### src/rtl/core/rvie_pkg.sv
// ----------------------------------------------------------------------------
// Instruction encoder package
// Action codes, format kinds, opcodes and the field packing functions.
// ----------------------------------------------------------------------------
package rvie_pkg;

    localparam logic [6:0] OPC_OP      = 7'h33;
    localparam logic [6:0] OPC_OPIMM   = 7'h13;
    localparam logic [6:0] OPC_LOAD    = 7'h03;
    localparam logic [6:0] OPC_STORE   = 7'h23;
    localparam logic [6:0] OPC_LUI     = 7'h37;
    localparam logic [6:0] OPC_AUIPC   = 7'h17;
    localparam logic [6:0] OPC_BRANCH  = 7'h63;
    localparam logic [6:0] OPC_JAL     = 7'h6F;
    localparam logic [6:0] OPC_JALR    = 7'h67;
    localparam logic [6:0] OPC_OPIMM32 = 7'h1B;
    localparam logic [6:0] OPC_OP32    = 7'h3B;

    localparam logic [4:0] REG_ZERO = 5'd0;
    localparam logic [4:0] REG_RA   = 5'd1;

    localparam logic signed [31:0] IMM12_MIN  = -32'sd2048;
    localparam logic signed [31:0] IMM12_MAX  = 32'sd2047;
    localparam logic signed [31:0] BR_MIN     = -32'sd4096;
    localparam logic signed [31:0] BR_MAX     = 32'sd4094;
    localparam logic signed [31:0] JMP_MIN    = -32'sd1048576;
    localparam logic signed [31:0] JMP_MAX    = 32'sd1048574;

    typedef enum logic [5:0] {
        ACT_ADD   = 6'd0,  ACT_SUB   = 6'd1,  ACT_SLL   = 6'd2,  ACT_SLT   = 6'd3,
        ACT_SLTU  = 6'd4,  ACT_XOR   = 6'd5,  ACT_SRL   = 6'd6,  ACT_SRA   = 6'd7,
        ACT_OR    = 6'd8,  ACT_AND   = 6'd9,  ACT_MUL   = 6'd10, ACT_ADDI  = 6'd11,
        ACT_SLTI  = 6'd12, ACT_SLTIU = 6'd13, ACT_XORI  = 6'd14, ACT_ORI   = 6'd15,
        ACT_ANDI  = 6'd16, ACT_SLLI  = 6'd17, ACT_SRLI  = 6'd18, ACT_SRAI  = 6'd19,
        ACT_LB    = 6'd20, ACT_LH    = 6'd21, ACT_LW    = 6'd22, ACT_LBU   = 6'd23,
        ACT_LHU   = 6'd24, ACT_SB    = 6'd25, ACT_SH    = 6'd26, ACT_SW    = 6'd27,
        ACT_LUI   = 6'd28, ACT_AUIPC = 6'd29, ACT_BEQ   = 6'd30, ACT_BNE   = 6'd31,
        ACT_BLT   = 6'd32, ACT_BGE   = 6'd33, ACT_BLTU  = 6'd34, ACT_BGEU  = 6'd35,
        ACT_JAL   = 6'd36, ACT_JALR  = 6'd37, ACT_J     = 6'd38, ACT_CALL  = 6'd39,
        ACT_RET   = 6'd40, ACT_JR    = 6'd41, ACT_BEQZ  = 6'd42, ACT_BNEZ  = 6'd43,
        ACT_NOP   = 6'd44, ACT_MV    = 6'd45, ACT_LI    = 6'd46, ACT_LWU   = 6'd47,
        ACT_LD    = 6'd48, ACT_SD    = 6'd49, ACT_ADDIW = 6'd50, ACT_SLLIW = 6'd51,
        ACT_SRLIW = 6'd52, ACT_SRAIW = 6'd53, ACT_ADDW  = 6'd54, ACT_SUBW  = 6'd55,
        ACT_SLLW  = 6'd56, ACT_SRLW  = 6'd57, ACT_SRAW  = 6'd58
    } t_action;

    typedef enum logic [4:0] {
        KIND_R, KIND_I, KIND_SH, KIND_SHW, KIND_S, KIND_U, KIND_B, KIND_BZ,
        KIND_J, KIND_JZ, KIND_JRA, KIND_RET, KIND_JR, KIND_NOP, KIND_MV, KIND_LI,
        KIND_BAD
    } t_kind;

    typedef struct packed {
        t_kind      kind;
        logic [6:0] opc;
        logic [2:0] f3;
        logic [6:0] f7;
    } t_act;

    // Operand range checks, worked out in the first stage.
    typedef struct packed {
        logic fits12;
        logic le63;
        logic le31;
        logic even;
        logic br_ok;
        logic jmp_ok;
    } t_chk;

    function automatic t_act mk(t_kind k, logic [6:0] o, logic [2:0] f, logic [6:0] s);
        t_act a;
        a.kind = k;
        a.opc  = o;
        a.f3   = f;
        a.f7   = s;
        return a;
    endfunction

    function automatic t_act decode_action(logic [5:0] code);
        t_act a;
        unique case (code)
            ACT_ADD:   a = mk(KIND_R,   OPC_OP,      3'd0, 7'h00);
            ACT_SUB:   a = mk(KIND_R,   OPC_OP,      3'd0, 7'h20);
            ACT_SLL:   a = mk(KIND_R,   OPC_OP,      3'd1, 7'h00);
            ACT_SLT:   a = mk(KIND_R,   OPC_OP,      3'd2, 7'h00);
            ACT_SLTU:  a = mk(KIND_R,   OPC_OP,      3'd3, 7'h00);
            ACT_XOR:   a = mk(KIND_R,   OPC_OP,      3'd4, 7'h00);
            ACT_SRL:   a = mk(KIND_R,   OPC_OP,      3'd5, 7'h00);
            ACT_SRA:   a = mk(KIND_R,   OPC_OP,      3'd5, 7'h20);
            ACT_OR:    a = mk(KIND_R,   OPC_OP,      3'd6, 7'h00);
            ACT_AND:   a = mk(KIND_R,   OPC_OP,      3'd7, 7'h00);
            ACT_MUL:   a = mk(KIND_R,   OPC_OP,      3'd0, 7'h01);
            ACT_ADDI:  a = mk(KIND_I,   OPC_OPIMM,   3'd0, 7'h00);
            ACT_SLTI:  a = mk(KIND_I,   OPC_OPIMM,   3'd2, 7'h00);
            ACT_SLTIU: a = mk(KIND_I,   OPC_OPIMM,   3'd3, 7'h00);
            ACT_XORI:  a = mk(KIND_I,   OPC_OPIMM,   3'd4, 7'h00);
            ACT_ORI:   a = mk(KIND_I,   OPC_OPIMM,   3'd6, 7'h00);
            ACT_ANDI:  a = mk(KIND_I,   OPC_OPIMM,   3'd7, 7'h00);
            ACT_SLLI:  a = mk(KIND_SH,  OPC_OPIMM,   3'd1, 7'h00);
            ACT_SRLI:  a = mk(KIND_SH,  OPC_OPIMM,   3'd5, 7'h00);
            ACT_SRAI:  a = mk(KIND_SH,  OPC_OPIMM,   3'd5, 7'h10);
            ACT_LB:    a = mk(KIND_I,   OPC_LOAD,    3'd0, 7'h00);
            ACT_LH:    a = mk(KIND_I,   OPC_LOAD,    3'd1, 7'h00);
            ACT_LW:    a = mk(KIND_I,   OPC_LOAD,    3'd2, 7'h00);
            ACT_LBU:   a = mk(KIND_I,   OPC_LOAD,    3'd4, 7'h00);
            ACT_LHU:   a = mk(KIND_I,   OPC_LOAD,    3'd5, 7'h00);
            ACT_SB:    a = mk(KIND_S,   OPC_STORE,   3'd0, 7'h00);
            ACT_SH:    a = mk(KIND_S,   OPC_STORE,   3'd1, 7'h00);
            ACT_SW:    a = mk(KIND_S,   OPC_STORE,   3'd2, 7'h00);
            ACT_LUI:   a = mk(KIND_U,   OPC_LUI,     3'd0, 7'h00);
            ACT_AUIPC: a = mk(KIND_U,   OPC_AUIPC,   3'd0, 7'h00);
            ACT_BEQ:   a = mk(KIND_B,   OPC_BRANCH,  3'd0, 7'h00);
            ACT_BNE:   a = mk(KIND_B,   OPC_BRANCH,  3'd1, 7'h00);
            ACT_BLT:   a = mk(KIND_B,   OPC_BRANCH,  3'd4, 7'h00);
            ACT_BGE:   a = mk(KIND_B,   OPC_BRANCH,  3'd5, 7'h00);
            ACT_BLTU:  a = mk(KIND_B,   OPC_BRANCH,  3'd6, 7'h00);
            ACT_BGEU:  a = mk(KIND_B,   OPC_BRANCH,  3'd7, 7'h00);
            ACT_JAL:   a = mk(KIND_J,   OPC_JAL,     3'd0, 7'h00);
            ACT_JALR:  a = mk(KIND_I,   OPC_JALR,    3'd0, 7'h00);
            ACT_J:     a = mk(KIND_JZ,  OPC_JAL,     3'd0, 7'h00);
            ACT_CALL:  a = mk(KIND_JRA, OPC_JAL,     3'd0, 7'h00);
            ACT_RET:   a = mk(KIND_RET, OPC_JALR,    3'd0, 7'h00);
            ACT_JR:    a = mk(KIND_JR,  OPC_JALR,    3'd0, 7'h00);
            ACT_BEQZ:  a = mk(KIND_BZ,  OPC_BRANCH,  3'd0, 7'h00);
            ACT_BNEZ:  a = mk(KIND_BZ,  OPC_BRANCH,  3'd1, 7'h00);
            ACT_NOP:   a = mk(KIND_NOP, OPC_OPIMM,   3'd0, 7'h00);
            ACT_MV:    a = mk(KIND_MV,  OPC_OPIMM,   3'd0, 7'h00);
            ACT_LI:    a = mk(KIND_LI,  OPC_OPIMM,   3'd0, 7'h00);
            ACT_LWU:   a = mk(KIND_I,   OPC_LOAD,    3'd6, 7'h00);
            ACT_LD:    a = mk(KIND_I,   OPC_LOAD,    3'd3, 7'h00);
            ACT_SD:    a = mk(KIND_S,   OPC_STORE,   3'd3, 7'h00);
            ACT_ADDIW: a = mk(KIND_I,   OPC_OPIMM32, 3'd0, 7'h00);
            ACT_SLLIW: a = mk(KIND_SHW, OPC_OPIMM32, 3'd1, 7'h00);
            ACT_SRLIW: a = mk(KIND_SHW, OPC_OPIMM32, 3'd5, 7'h00);
            ACT_SRAIW: a = mk(KIND_SHW, OPC_OPIMM32, 3'd5, 7'h20);
            ACT_ADDW:  a = mk(KIND_R,   OPC_OP32,    3'd0, 7'h00);
            ACT_SUBW:  a = mk(KIND_R,   OPC_OP32,    3'd0, 7'h20);
            ACT_SLLW:  a = mk(KIND_R,   OPC_OP32,    3'd1, 7'h00);
            ACT_SRLW:  a = mk(KIND_R,   OPC_OP32,    3'd5, 7'h00);
            ACT_SRAW:  a = mk(KIND_R,   OPC_OP32,    3'd5, 7'h20);
            default:   a = mk(KIND_BAD, OPC_OP,      3'd0, 7'h00);
        endcase
        return a;
    endfunction

    function automatic logic [31:0] pack_r(logic [6:0] opc, logic [2:0] f3, logic [6:0] f7,
                                           logic [4:0] rd, logic [4:0] rs1, logic [4:0] rs2);
        return {f7, rs2, rs1, f3, rd, opc};
    endfunction

    function automatic logic [31:0] pack_i(logic [6:0] opc, logic [2:0] f3, logic [4:0] rd,
                                           logic [4:0] rs1, logic [11:0] imm);
        return {imm, rs1, f3, rd, opc};
    endfunction

    function automatic logic [31:0] pack_s(logic [6:0] opc, logic [2:0] f3, logic [4:0] rs1,
                                           logic [4:0] rs2, logic [11:0] imm);
        return {imm[11:5], rs2, rs1, f3, imm[4:0], opc};
    endfunction

    function automatic logic [31:0] pack_b(logic [2:0] f3, logic [4:0] rs1, logic [4:0] rs2,
                                           logic [12:0] off);
        return {off[12], off[10:5], rs2, rs1, f3, off[4:1], off[11], OPC_BRANCH};
    endfunction

    function automatic logic [31:0] pack_j(logic [4:0] rd, logic [20:0] off);
        return {off[20], off[10:1], off[11], off[19:12], rd, OPC_JAL};
    endfunction

endpackage

### src/rtl/core/riscv_instruction_encoder_core.sv
// ----------------------------------------------------------------------------
// RISC-V RV32I/RV64I instruction encoder core
// Three register stages (decode and range check, field packing, output); a
// word passes through them in order; one request a cycle unless stalled.
// A long li holds the output stage two beats. Sync reset clears valid bits.
// ----------------------------------------------------------------------------
module riscv_instruction_encoder_core (
    input  logic                i_clk,
    input  logic                i_rst_n,
    input  logic                i_in_valid,
    output logic                o_in_ready,
    input  logic [5:0]          i_action,
    input  logic [4:0]          i_dest_reg,
    input  logic [4:0]          i_src1_reg,
    input  logic [4:0]          i_src2_reg,
    input  logic signed [31:0]  i_immediate_value,
    output logic                o_out_valid,
    input  logic                i_out_ready,
    output logic [31:0]         o_instruction_word,
    output logic                o_rejected,
    output logic                o_last_word
);

    // Stage 1: decoded action, registers and range flags.
    logic                r_s1_vld;
    rvie_pkg::t_act      r_s1_act;
    logic [4:0]          r_s1_rd;
    logic [4:0]          r_s1_rs1;
    logic [4:0]          r_s1_rs2;
    logic [31:0]         r_s1_imm;
    rvie_pkg::t_chk      r_s1_chk;
    rvie_pkg::t_chk      n_s1_chk;

    // Stage 2: packed words.
    logic                r_s2_vld;
    logic [31:0]         r_s2_word0;
    logic [31:0]         r_s2_word1;
    logic                r_s2_two;
    logic                r_s2_rej;
    logic [31:0]         n_s2_word0;
    logic [31:0]         n_s2_word1;
    logic                n_s2_two;
    logic                n_s2_rej;

    // Stage 3: output register.
    logic                r_s3_vld;
    logic [31:0]         r_s3_word;
    logic [31:0]         r_s3_word1;
    logic                r_s3_two;
    logic                r_s3_rej;

    logic                w_en1;
    logic                w_en2;
    logic                w_en3;
    logic                w_out_beat;
    logic [19:0]         w_li_hi;

    assign w_out_beat = r_s3_vld && i_out_ready;
    // The output stage frees up only once the last beat of its item is taken.
    assign w_en3      = !r_s3_vld || (i_out_ready && !r_s3_two);
    assign w_en2      = !r_s2_vld || w_en3;
    assign w_en1      = !r_s1_vld || w_en2;
    assign o_in_ready = w_en1;

    always_comb begin
        n_s1_chk.fits12 = (i_immediate_value >= rvie_pkg::IMM12_MIN) &&
                          (i_immediate_value <= rvie_pkg::IMM12_MAX);
        n_s1_chk.le63   = (i_immediate_value[31:6] == 26'd0);
        n_s1_chk.le31   = (i_immediate_value[31:5] == 27'd0);
        n_s1_chk.even   = !i_immediate_value[0];
        n_s1_chk.br_ok  = (i_immediate_value >= rvie_pkg::BR_MIN) &&
                          (i_immediate_value <= rvie_pkg::BR_MAX);
        n_s1_chk.jmp_ok = (i_immediate_value >= rvie_pkg::JMP_MIN) &&
                          (i_immediate_value <= rvie_pkg::JMP_MAX);
    end

    always_ff @(posedge i_clk) begin
        if (!i_rst_n) begin
            r_s1_vld <= 1'b0;
        end else if (w_en1) begin
            r_s1_vld <= i_in_valid;
        end
    end

    always_ff @(posedge i_clk) begin
        if (w_en1 && i_in_valid) begin
            r_s1_act <= rvie_pkg::decode_action(i_action);
            r_s1_rd  <= i_dest_reg;
            r_s1_rs1 <= i_src1_reg;
            r_s1_rs2 <= i_src2_reg;
            r_s1_imm <= i_immediate_value;
            r_s1_chk <= n_s1_chk;
        end
    end

    // Upper part of a long li: (imm - sext(imm[11:0])) >> 12 is imm[31:12]
    // plus one when bit 11 is set.
    assign w_li_hi = r_s1_imm[31:12] + {19'd0, r_s1_imm[11]};

    always_comb begin
        n_s2_word0 = 32'd0;
        n_s2_word1 = 32'd0;
        n_s2_two   = 1'b0;
        n_s2_rej   = 1'b0;
        unique case (r_s1_act.kind)
            rvie_pkg::KIND_R: begin
                n_s2_word0 = rvie_pkg::pack_r(r_s1_act.opc, r_s1_act.f3, r_s1_act.f7,
                                              r_s1_rd, r_s1_rs1, r_s1_rs2);
            end
            rvie_pkg::KIND_I: begin
                n_s2_rej   = !r_s1_chk.fits12;
                n_s2_word0 = rvie_pkg::pack_i(r_s1_act.opc, r_s1_act.f3, r_s1_rd,
                                              r_s1_rs1, r_s1_imm[11:0]);
            end
            rvie_pkg::KIND_SH: begin
                n_s2_rej   = !r_s1_chk.le63;
                n_s2_word0 = rvie_pkg::pack_i(r_s1_act.opc, r_s1_act.f3, r_s1_rd, r_s1_rs1,
                                              {r_s1_act.f7[5:0], r_s1_imm[5:0]});
            end
            rvie_pkg::KIND_SHW: begin
                n_s2_rej   = !r_s1_chk.le31;
                n_s2_word0 = rvie_pkg::pack_r(r_s1_act.opc, r_s1_act.f3, r_s1_act.f7,
                                              r_s1_rd, r_s1_rs1, r_s1_imm[4:0]);
            end
            rvie_pkg::KIND_S: begin
                n_s2_rej   = !r_s1_chk.fits12;
                n_s2_word0 = rvie_pkg::pack_s(r_s1_act.opc, r_s1_act.f3, r_s1_rs1,
                                              r_s1_rs2, r_s1_imm[11:0]);
            end
            rvie_pkg::KIND_U: begin
                n_s2_word0 = {r_s1_imm[19:0], r_s1_rd, r_s1_act.opc};
            end
            rvie_pkg::KIND_B: begin
                n_s2_rej   = !(r_s1_chk.even && r_s1_chk.br_ok);
                n_s2_word0 = rvie_pkg::pack_b(r_s1_act.f3, r_s1_rs1, r_s1_rs2,
                                              r_s1_imm[12:0]);
            end
            rvie_pkg::KIND_BZ: begin
                n_s2_rej   = !(r_s1_chk.even && r_s1_chk.br_ok);
                n_s2_word0 = rvie_pkg::pack_b(r_s1_act.f3, r_s1_rs1, rvie_pkg::REG_ZERO,
                                              r_s1_imm[12:0]);
            end
            rvie_pkg::KIND_J: begin
                n_s2_rej   = !(r_s1_chk.even && r_s1_chk.jmp_ok);
                n_s2_word0 = rvie_pkg::pack_j(r_s1_rd, r_s1_imm[20:0]);
            end
            rvie_pkg::KIND_JZ: begin
                n_s2_rej   = !(r_s1_chk.even && r_s1_chk.jmp_ok);
                n_s2_word0 = rvie_pkg::pack_j(rvie_pkg::REG_ZERO, r_s1_imm[20:0]);
            end
            rvie_pkg::KIND_JRA: begin
                n_s2_rej   = !(r_s1_chk.even && r_s1_chk.jmp_ok);
                n_s2_word0 = rvie_pkg::pack_j(rvie_pkg::REG_RA, r_s1_imm[20:0]);
            end
            rvie_pkg::KIND_RET: begin
                n_s2_word0 = rvie_pkg::pack_i(rvie_pkg::OPC_JALR, 3'd0, rvie_pkg::REG_ZERO,
                                              rvie_pkg::REG_RA, 12'd0);
            end
            rvie_pkg::KIND_JR: begin
                n_s2_word0 = rvie_pkg::pack_i(rvie_pkg::OPC_JALR, 3'd0, rvie_pkg::REG_ZERO,
                                              r_s1_rs1, 12'd0);
            end
            rvie_pkg::KIND_NOP: begin
                n_s2_word0 = rvie_pkg::pack_i(rvie_pkg::OPC_OPIMM, 3'd0, rvie_pkg::REG_ZERO,
                                              rvie_pkg::REG_ZERO, 12'd0);
            end
            rvie_pkg::KIND_MV: begin
                n_s2_word0 = rvie_pkg::pack_i(rvie_pkg::OPC_OPIMM, 3'd0, r_s1_rd,
                                              r_s1_rs1, 12'd0);
            end
            rvie_pkg::KIND_LI: begin
                if (r_s1_chk.fits12) begin
                    n_s2_word0 = rvie_pkg::pack_i(rvie_pkg::OPC_OPIMM, 3'd0, r_s1_rd,
                                                  rvie_pkg::REG_ZERO, r_s1_imm[11:0]);
                end else begin
                    n_s2_two   = 1'b1;
                    n_s2_word0 = {w_li_hi, r_s1_rd, rvie_pkg::OPC_LUI};
                    n_s2_word1 = rvie_pkg::pack_i(rvie_pkg::OPC_OPIMM, 3'd0, r_s1_rd,
                                                  r_s1_rd, r_s1_imm[11:0]);
                end
            end
            default: begin
                n_s2_rej = 1'b1;
            end
        endcase
        if (n_s2_rej) begin
            n_s2_word0 = 32'd0;
        end
    end

    always_ff @(posedge i_clk) begin
        if (!i_rst_n) begin
            r_s2_vld <= 1'b0;
        end else if (w_en2) begin
            r_s2_vld <= r_s1_vld;
        end
    end

    always_ff @(posedge i_clk) begin
        if (w_en2 && r_s1_vld) begin
            r_s2_word0 <= n_s2_word0;
            r_s2_word1 <= n_s2_word1;
            r_s2_two   <= n_s2_two;
            r_s2_rej   <= n_s2_rej;
        end
    end

    always_ff @(posedge i_clk) begin
        if (!i_rst_n) begin
            r_s3_vld <= 1'b0;
            r_s3_two <= 1'b0;
        end else if (w_en3) begin
            r_s3_vld <= r_s2_vld;
            r_s3_two <= r_s2_vld && r_s2_two;
        end else if (w_out_beat) begin
            // The lui beat has gone; the addi beat follows from the same item.
            r_s3_two <= 1'b0;
        end
    end

    always_ff @(posedge i_clk) begin
        if (w_en3 && r_s2_vld) begin
            r_s3_word  <= r_s2_word0;
            r_s3_word1 <= r_s2_word1;
            r_s3_rej   <= r_s2_rej;
        end else if (!w_en3 && w_out_beat) begin
            r_s3_word  <= r_s3_word1;
        end
    end

    assign o_out_valid        = r_s3_vld;
    assign o_instruction_word = r_s3_word;
    assign o_rejected         = r_s3_rej;
    assign o_last_word        = !r_s3_two;

endmodule

### config.mk
export PLATFORM = sky130hd
export DESIGN_NAME = riscv_instruction_encoder_core
export DESIGN_NICKNAME = d
export VERILOG_FILES = /design/src/rtl/core/rvie_pkg.sv /design/src/rtl/core/riscv_instruction_encoder_core.sv
export SDC_FILE = /design/constraint.sdc
export NUM_CORES = 1
export LEC_CHECK = 0
export BUFFER_PORTS_ARGS = -buffer_cell sky130_fd_sc_hd__buf_2
export CAP_MARGIN = 5
export CORE_UTILIZATION = 53
export CTS_CLUSTER_DIAMETER = 120
export CTS_CLUSTER_SIZE = 12
export DETAILED_ROUTE_END_ITERATION = 10
export GPL_TIMING_DRIVEN = 0
export PLACE_DENSITY = 0.8
export SYNTH_ARGS = -nofsm -noshare
export SYNTH_HDL_FRONTEND = slang
export SYNTH_SLANG_ARGS = --single-unit
### constraint.sdc
create_clock -name i_clk -period 13 [get_ports i_clk]
set_input_delay 1.3 -clock i_clk [delete_from_list [all_inputs] [get_ports i_clk]]
set_output_delay 1.3 -clock i_clk [all_outputs]
set_load 0.1 [all_outputs]
======== After elaboration in Yosys (flattened, before gate mapping) ========
Memories as Yosys holds them, arrays and structs flattened. A register that Yosys moved wholly into a read port is not among the register bits.
Index checks and enable logic that the tools add are counted.
operators by class
  $add $sub $neg .......................... 1
  magnitude comparators ................... 6
  equality and inequality tests ........... 15
  multiplexer cells ....................... 9
  bitwise operators ....................... 1
  reductions and logical operators ........ 36
operators by type and width
  cell                    number
  $pmux W32 S16           1
  $mux W32                3
  $eq A5 B4 Y1 const B    8
  $ge A32 B12 Y1 const B  1
  $ge A32 B13 Y1 const B  1
  $ge A32 B21 Y1 const B  1
  $le A32 B12 Y1 const B  1
  $le A32 B13 Y1 const B  1
  $le A32 B21 Y1 const B  1
  $logic_not A27 Y1       1
  $logic_not A26 Y1       1
  $add A20 B1 Y20         1
  $eq A5 B3 Y1 const B    4
  $logic_and A1 B1 Y1     12
  $logic_not A1 Y1        11
  $eq A5 B2 Y1 const B    2
  $reduce_or A7 Y1        1
  $pmux W1 S6             1
  $reduce_or A2 Y1        3
  $eq A5 B1 Y1 const B    1
  $logic_not A5 Y1        1
  $mux W5                 1
  $reduce_bool A2 Y1      2
  $logic_or A1 B1 Y1      3
  other kinds (3)         5
word-level totals
  register bits after elaboration ......... 202
  bits in read-only memories .............. 1,024
  output and inout bits ................... 36
  logic and storage cells ................. 93
  memories kept ........................... 1
memory list
  memory           depth  width  rd ports  clocked after memory_dff  wr ports  RTL line        text
  (no name shown)  64     16     1         1                         0         rvie_pkg.sv:81  unique case (code)

======== Logic depth before layout (Yosys ltp) ========
Gate-level depths: netlist of run 1.
  depth in word-level cells ............... 7
  depth in mapped cells ................... 8
  gate-level depth less buffers ........... 7

======== Worst setup path before layout of run 1 ========
OpenSTA, ideal clock, no wires.
  path type ............................... input to register
  from .................................... input i_out_ready
  to ...................................... register r_s2_rej, enable pin
  setup time .............................. 0.533 ns
  data arrival time ....................... 5.215 ns
  data required time ...................... 12.467 ns
  slack ................................... 7.251 ns
  cell stages on the path ................. 2
  path buffers ............................ 0
  cells stage by stage .................... a21boi_0 > a21boi_0
between the ends
  longest elaborated chain between the ends .. 4
RTL lines
  element               RTL line                               text
  from (decl)           riscv_instruction_encoder_core.sv:18   input logic i_out_ready,
  $logic_and A1 B1 Y1   riscv_instruction_encoder_core.sv:60   assign w_en3 = !r_s3_vld || (i_out_ready && !r_s3_two);
  $logic_or A1 B1 Y1    riscv_instruction_encoder_core.sv:60
  $logic_or A1 B1 Y1    riscv_instruction_encoder_core.sv:61   assign w_en2 = !r_s2_vld || w_en3;
  $logic_and A1 B1 Y1   riscv_instruction_encoder_core.sv:200  if (w_en2 && r_s1_vld) begin
  to (signal assigned)  riscv_instruction_encoder_core.sv:204  r_s2_rej <= n_s2_rej;
  to (decl)             riscv_instruction_encoder_core.sv:39   logic r_s2_rej;
Every way passes these cells.
A chain may end at the register's enable or synchronous reset.

======== Worst setup path after layout of run 1 ========
  from .................................... input i_out_ready
  to ...................................... output o_in_ready
between the ends
  longest elaborated chain between the ends .. 4
RTL lines
  element              RTL line                              text
  $logic_and A1 B1 Y1  riscv_instruction_encoder_core.sv:60
  $logic_or A1 B1 Y1   riscv_instruction_encoder_core.sv:60
  $logic_or A1 B1 Y1   riscv_instruction_encoder_core.sv:61
  $logic_or A1 B1 Y1   riscv_instruction_encoder_core.sv:62  assign w_en1 = !r_s1_vld || w_en2;
  to (decl)            riscv_instruction_encoder_core.sv:11  output logic o_in_ready,
Every way passes these cells.

==> load_flow_metrics.sql, run 1 <==
INSERT INTO impl_metrics (metric_group, metric, value, unit) VALUES
('outcome', 'status', 'completed', ''),
('die', 'placeableCoreArea', '15100', 'sq um'),
('routing', 'route.detailed.drc', '0', ''),
('power', 'p_leak', '3.40', 'nW'),
('synthesis', 'async_reset_ff_frac', '0', ''),
('power', 'p_total', '1.31', 'mW'),
('die', 'die_x', '126', 'microns'),
('synthesis', 'synth_cell_types', '65', ''),
('synthesis', 'synth-edff-count', '169', ''),
('global_route', 'grt_max_degree', '33', ''),
('placement', 'post-dp-hpwl', '14100', 'microns'),
('worst_setup_path', 'worst_r2r_startpoint', 'o_out_valid', ''),
('die', 'row_count', '45', ''),
('clock_network', 'cts_tree', 'done', ''),
('die', 'dieArea', '15900', 'sq um'),
('synthesis', 'avgSynthCellArea', '11.8', 'sq um'),
('worst_setup_path', 'crit_path_start', 'i_out_ready', ''),
('sta', 'number_of_max_slew_violations_in_the_final_report', '0', ''),
('layout', 'fin_cells', '1007', ''),
('synthesis', 'postSynthRegisterBits', '173', ''),
('synthesis', 'most_area_hungry_cell_type_in_the_yosys_netlist', 'edfxtp_1', ''),
('worst_setup_path', 'slowest_stage', 'a21boi_0', ''),
('clock_network', 'post-cts-setup-buffers', '0', ''),
('sta', 'post-route-min-period', '4.07', 'ns'),
('clock_network', 'ctsHtreeMaxLevel', '4', ''),
('worst_setup_path', 'critPathRequiredTime', '11.70', 'ns'),
('clock_network', 'holdBufCountCts', '0', ''),
('sta', 'finalHoldViolations', '0', ''),
('clock_network', 'clk_latency', '0.44', 'ns'),
('layout', 'area_growth_from_synthesis_to_final_layout', '17.3', '%'),
('sta', 'setup_violations', '0', ''),
('global_route', 'grt_busiest_layer', 'met2', ''),
('worst_setup_path', 'critPathArrivalTime', '2.77', 'ns'),
('sta', 'relSlewSlack', '0.283', ''),
('die', 'io_pins', '93', ''),
('placement', 'dpl_cell_area', '9020', 'sq um'),
('routing', 'dr.first_iter.drc_count', '821', ''),
('routing', 'antenna_violating_nets_post_route', '0', ''),
('synthesis', 'ys.warnings.count', '0', ''),
('routing', 'detailedRoute.firstPassIterationCount', '5', ''),
('global_route', 'grt_util_met1', '0.341', ''),
('worst_setup_path', 'path_class', 'primary input to output pin', ''),
('layout', 'multi_input_area', '2800', 'sq um'),
('hold_path', 'hold_path.class', 'flop to flop', ''),
('sta', 'setup_repair_after_global_routing_missed_its_margin', 'false', ''),
('die', 'die_height', '126', 'microns'),
('power', 'max-vdd-ir-drop', '0.000122', 'V'),
('global_route', 'grt_util_met3', '0.0476', ''),
('sta', 'timing.clock.skew', '0.00808', 'ns'),
('routing', 'final_wl', '19300', 'microns'),
('routing', 'viasPerCell', '5.93', ''),
('worst_setup_path', 'critical-path-max-stage-delay', '0.83', 'ns'),
('placement', 'finalWeightedCongestion', '0.971', ''),
('global_route', 'grt_pass1_vias', '5621', ''),
('layout', 'fraction_of_final_layout_cells_sized_beyond_drive_strength_1', '0.196', ''),
('routing', 'total_via_count_after_detailed_routing', '5976', ''),
('hold_path', 'min_delay_src', 'r_s2_word1[15]', ''),
('flow_run', 'max_cap_check_violation_count', '0', ''),
('clock_network', 'number_of_gates_resized_after_cts', '0', ''),
('worst_setup_path', 'timing.critical_path.fanout_max', '6', ''),
('synthesis', 'synth_fp_nets', '760', ''),
('synthesis', 'synth-main-ff-cell', 'edfxtp_1', ''),
('synthesis', 'ys_seq_area_frac', '0.630', ''),
('routing', 'routedWlPerCell', '19.1', 'microns'),
('worst_setup_path', 'crit_path_cell_trace', 'buf_2 -> a21boi_0 -> nand3_1 -> buf_2', ''),
('synthesis', 'syn-instance-count', '691', ''),
('layout', 'utilization', '0.634', ''),
('global_route', 'grt_util_all_layers', '0.253', ''),
('sta', 'post-route-period-util', '0.313', ''),
('clock_network', 'cts.reportedPaths.clkPinSlew', '0.07', 'ns'),
('sta', 'hold-worst-slack', '0.419', 'ns');
==> routing by layer <==
layer | wire (microns) | share of wire
met1 | 8380 | 0.44
met2 | 9190 | 0.48
met3 | 1300 | 0.068
met4 | 381 | 0.020
met5 | 0 | 0
==> registers in the layout, indices dropped and copies added (netlist names) <==
| name | count |
|---|---|
| o_instruction_word | 31 |
| o_out_valid | 1 |
| o_rejected | 1 |
| r_s1_act | 16 |
| r_s1_chk | 6 |
| r_s1_imm | 32 |
| r_s1_rd | 5 |
| r_s1_rs1 | 5 |
| r_s1_rs2 | 5 |
| r_s1_vld | 1 |
| r_s2_rej | 1 |
| r_s2_vld | 1 |
| r_s2_word0 | 31 |
| r_s2_word1 | 18 |
| r_s3_two | 1 |
| r_s3_word1 | 18 |
==> cells by family after synthesis <==
kind of cell               Yosys count  synth area share
AOI/OAI and AO/OA                  151             0.123
xor gates and xnor gates            11            0.0118
adders and majority gates           12            0.0183
buffers and inverters               65            0.0330
DFF                                173             0.630
muxes                               11            0.0187
and+or+nand+nor                    268             0.165
==> placed cells by master (no fill, tap or decap), types with 10 or more instances in the layout <==
master and instances:
a21oi_1 43, a22oi_1 12, and2_1 26, buf_2 102, clkbuf_1 23, clkbuf_16 17
edfxtp_1 169, ha_1 12, inv_1 21, nand2_1 105, nand2b_1 11, nand3_1 12
nand4_1 12, nor2_1 29, nor2b_1 16, nor3_1 23, nor4_1 10, o21ai_0 31
==> cell type report <==
| cell class | instances | share of cell area |
|---|---|---|
| clock inverter | 13 | 0.0132 |
| tap | 188 | 0.0245 |
| buffer | 43 | 0.0196 |
| clock buffer | 19 | 0.0472 |
| timing repair buffer | 95 | 0.0584 |
| multi-input combinational | 453 | 0.291 |
| sequential | 173 | 0.537 |
| antenna | 1 | 0.000261 |
| inverter | 22 | 0.00860 |
==> power by group <==
group | internal, mW | switching [mW]
sequential | 0.649 | 0.0214
clock | 0.263 | 0.224
combinational | 0.0494 | 0.106
==> critical path, delay by kind of cell <==
kind / cells / cell delay (ns)
buf+inv: 2 / 0.45
simple gates: 1 / 0.18
compound gates: 1 / 0.83
==> cells in the mapped netlist (4+ instances only) <==
library cell    n
buf_2          12
mux2i_1         4
o21a_1          5
edfxtp_1      169
nand2b_1       11
nand2_1       105
nor2_1         29
xor2_1          4
xnor2_1         7
ha_1           12
and2_1         26
nor4_1         10
a221oi_1        4
mux2_2          4
a31oi_1         5
clkbuf_1       23
nand3_1        12
buf_1           6
nor2b_1        16
o211ai_1        4
a21oi_1        44
o21ai_0        31
a22oi_1        12
inv_1          21
a222oi_1        9
nand4_1        12
nor3_1         23
dfxtp_1         4
==> worst paths after layout <==
path | end | slack, ns | cells past startpoint
worst min register to register | r_s3_word1[15] | 0.42 | 0
worst max register to register | o_instruction_word[25] | 10.04 | 8
worst min-delay path | r_s3_word1[15] | 0.42 | 0
worst max-delay path | o_in_ready | 8.93 | 4
No activity file was read; power rests on OpenSTA's default activity.
==> run 2, diff against run 1 <==
==> constraint.sdc (replaced) <==
create_clock -name i_clk -period 4.26 [get_ports i_clk]
set_input_delay 0.426 -clock i_clk [delete_from_list [all_inputs] [get_ports i_clk]]
set_output_delay 0.426 -clock i_clk [all_outputs]
set_load 0.1 [all_outputs]
==> load_flow_metrics.sql, run 2 (same netlist as run 1, synthesis figures left out) <==
INSERT INTO impl_metrics (metric_group, metric, value, unit) VALUES
('routing', 'routedWlPerCell', '19.0', 'microns'),
('sta', 'post-route-period-util', '0.664', ''),
('clock_network', 'holdBufCountCts', '0', ''),
('clock_network', 'cts_tree', 'done', ''),
('worst_setup_path', 'crit_path_cell_trace', 'a21boi_0 -> nand2b_1 -> buf_2 -> inv_1 -> clkbuf_1 -> buf_8 -> nand2_1 -> nand2_1', ''),
('power', 'power-per-cell-area', '423', 'nW/um^2'),
('routing', 'viasPerCell', '5.95', ''),
('placement', 'dpl_cell_area', '9000', 'sq um'),
('layout', 'n_antenna_cell', '0', ''),
('layout', 'layout_commonest_cell', 'edfxtp_1', ''),
('hold_path', 'hold_path.class', 'primary input to flop', ''),
('sta', 'setup_repair_after_global_routing_missed_its_margin', 'false', ''),
('routing', 'antenna_violating_nets_post_route', '0', ''),
('layout', 'sequential_cell_area', '5150', 'sq um'),
('placement', 'finalWeightedCongestion', '0.924', ''),
('sta', 'worst_pin_slew', '0.999', 'ns'),
('worst_setup_path', 'worst_setup_path_start_kind', 'flop', ''),
('layout', 'commonest_cells_after_routing_fill_and_taps_aside', '169 x edfxtp_1, 105 x nand2_1, 102 x buf_2', ''),
('sta', 'relSlewSlack', '0.328', ''),
('clock_network', 'post-cts-setup-buffers', '0', ''),
('layout', 'fin_cells', '1006', ''),
('sta', 'number_of_max_slew_violations_in_the_final_report', '0', ''),
('sta', 'timing.clock.skew', '0.00541', 'ns'),
('routing', 'dr.first_iter.drc_count', '644', ''),
('routing', 'final_wl', '19100', 'microns'),
('clock_network', 'clk_latency', '0.43', 'ns'),
('clock_network', 'tritoncts_num_sinks', '173', ''),
('die', 'initial_utilization', '0.540', ''),
('routing', 'detailedRoute.firstPassIterationCount', '6', ''),
('clock_network', 'cts.reportedPaths.clkPinSlew', '0.07', 'ns'),
('flow_run', 'max_cap_check_violation_count', '0', ''),
('worst_setup_path', 'critical-path-max-stage-delay', '0.83', 'ns'),
('layout', 'fin_area', '9590', 'sq um'),
('clock_network', 'ctsHtreeMaxLevel', '4', ''),
('worst_setup_path', 'timing.critical_path.fanout_max', '15', ''),
('worst_setup_path', 'slowest_stage', 'a21boi_0', ''),
('global_route', 'grt_util_all_layers', '0.254', ''),
('sta', 'post-route-min-period', '2.83', 'ns'),
('layout', 'fraction_of_final_layout_cells_sized_beyond_drive_strength_1', '0.191', ''),
('layout', 'multi_input_area', '2800', 'sq um'),
('die', 'die_height', '126', 'microns'),
('placement', 'post-dp-hpwl', '13900', 'microns'),
('sta', 'finalHoldViolations', '0', ''),
('worst_setup_path', 'critPathArrivalTime', '3.01', 'ns'),
('die', 'die_x', '126', 'microns'),
('placement', 'place_worst_setup_slack', '1.31', 'ns'),
('clock_network', 'clk_path_buf_depth', '2', ''),
('routing', 'total_via_count_after_detailed_routing', '5984', ''),
('sta', 'clock.fmax', '354', 'MHz'),
('power', 'p_leak', '3.39', 'nW'),
('worst_setup_path', 'critPathRequiredTime', '4.44', 'ns'),
('worst_setup_path', 'path_class', 'flop to flop', ''),
('global_route', 'grt_overflow', '0', ''),
('global_route', 'grt_pass1_vias', '5567', ''),
('die', 'dieArea', '15900', 'sq um'),
('clock_network', 'number_of_cts_inserted_buffers', '17', ''),
('layout', 'design.final.nets', '874', ''),
('layout', 'largest_register_ff_count', '32', ''),
('routing', 'route.met3.wl', '1660', 'microns'),
('layout', 'area_growth_from_synthesis_to_final_layout', '17.2', '%'),
('sta', 'setup_violations', '0', ''),
('global_route', 'wire_length_of_the_first_global_routing_pass', '29900', 'microns'),
('power', 'max-vdd-ir-drop', '0.000338', 'V'),
('layout', 'largest-register', 'r_s1_imm', ''),
('routing', 'route.layer.met1.wl', '7880', 'microns'),
('routing', 'route.detailed.drc', '0', ''),
('die', 'placeableCoreArea', '15100', 'sq um'),
('clock_network', 'number_of_gates_resized_after_cts', '0', ''),
('global_route', 'antenna_found_initial', '0', ''),
('die', 'row_count', '45', ''),
('sta', 'setup_slack', '1.43', 'ns'),
('worst_setup_path', 'cp_common_cell', 'nand2_1', ''),
('layout', 'number_of_fill_cells', '1165', ''),
('clock_network', 'root_buffer', 'clkbuf_16', ''),
('routing', 'dr.max_layer_used', 'met4', ''),
('routing', 'met2_wirelength', '9070', 'microns'),
('outcome', 'status', 'completed', ''),
('die', 'io_pins', '93', ''),
('worst_setup_path', 'end_kind', 'flop', ''),
('placement', 'place.detailed.instances', '974', ''),
('placement', 'port-buffer-count', '90', ''),
('global_route', 'grt_max_degree', '32', '');
-- run 2: layer usage --
layer,vias to the layer above,track usage
li1,2825,-
met2,291,0.398
met1,2825,0.344
met3,43,0.0582
met5,-,0
met4,0,0.0999
-- run 2: worst max-delay path, delay by kind of cell, from the launching register on --
kind	cells	cell delay, ns
buffers and inverters	4	0.99
AOI/OAI and AO/OA	1	0.83
DFF	1	0.43
and+or+nand+nor	3	0.33
-- run 2: cell type report --
type,instances,area share
Clock inverter,10,0.0137
Timing Repair Buffer,95,0.0572
Inverter,22,0.00861
Clock buffer,22,0.0474
Tap cell,188,0.0245
Sequential cell,173,0.538
Buffer,43,0.0196
Multi-Input combinational cell,453,0.291
-- run 2: through the flow --
| stage | utilization | power [mW] | TNS [ns] | hold slack (ns) |
|---|---|---|---|---|
| final | 0.633 | 4.06 | 0 | 0.164 |
| after floorplan | - | 2.37 | -1.13 | 0.400 |
| after global routing | 0.633 | 4.19 | 0 | 0.143 |
| after global placement | 0.586 | 2.53 | -11.77 | 0.402 |
| after CTS | 0.633 | 4.08 | 0 | 0.138 |
| after detailed placement | 0.594 | 2.54 | 0 | 0.405 |
-- run 2: final timing paths --
kind                                               end  cells after the start  slack, ns      startpoint
worst min register to register          r_s3_word1[30]                      0       0.42  r_s2_word1[30]
worst min-delay path                        r_s1_rd[0]                      1       0.16   i_dest_reg[0]
worst max register to register  o_instruction_word[25]                      8       1.43     o_out_valid
worst max-delay path            o_instruction_word[25]                      8       1.43     o_out_valid
-- run 2: where the power goes --
| part | switching [mW] | internal, mW |
|---|---|---|
| Combinational | 0.321 | 0.150 |
| Sequential | 0.0651 | 1.98 |
| Clock | 0.645 | 0.893 |
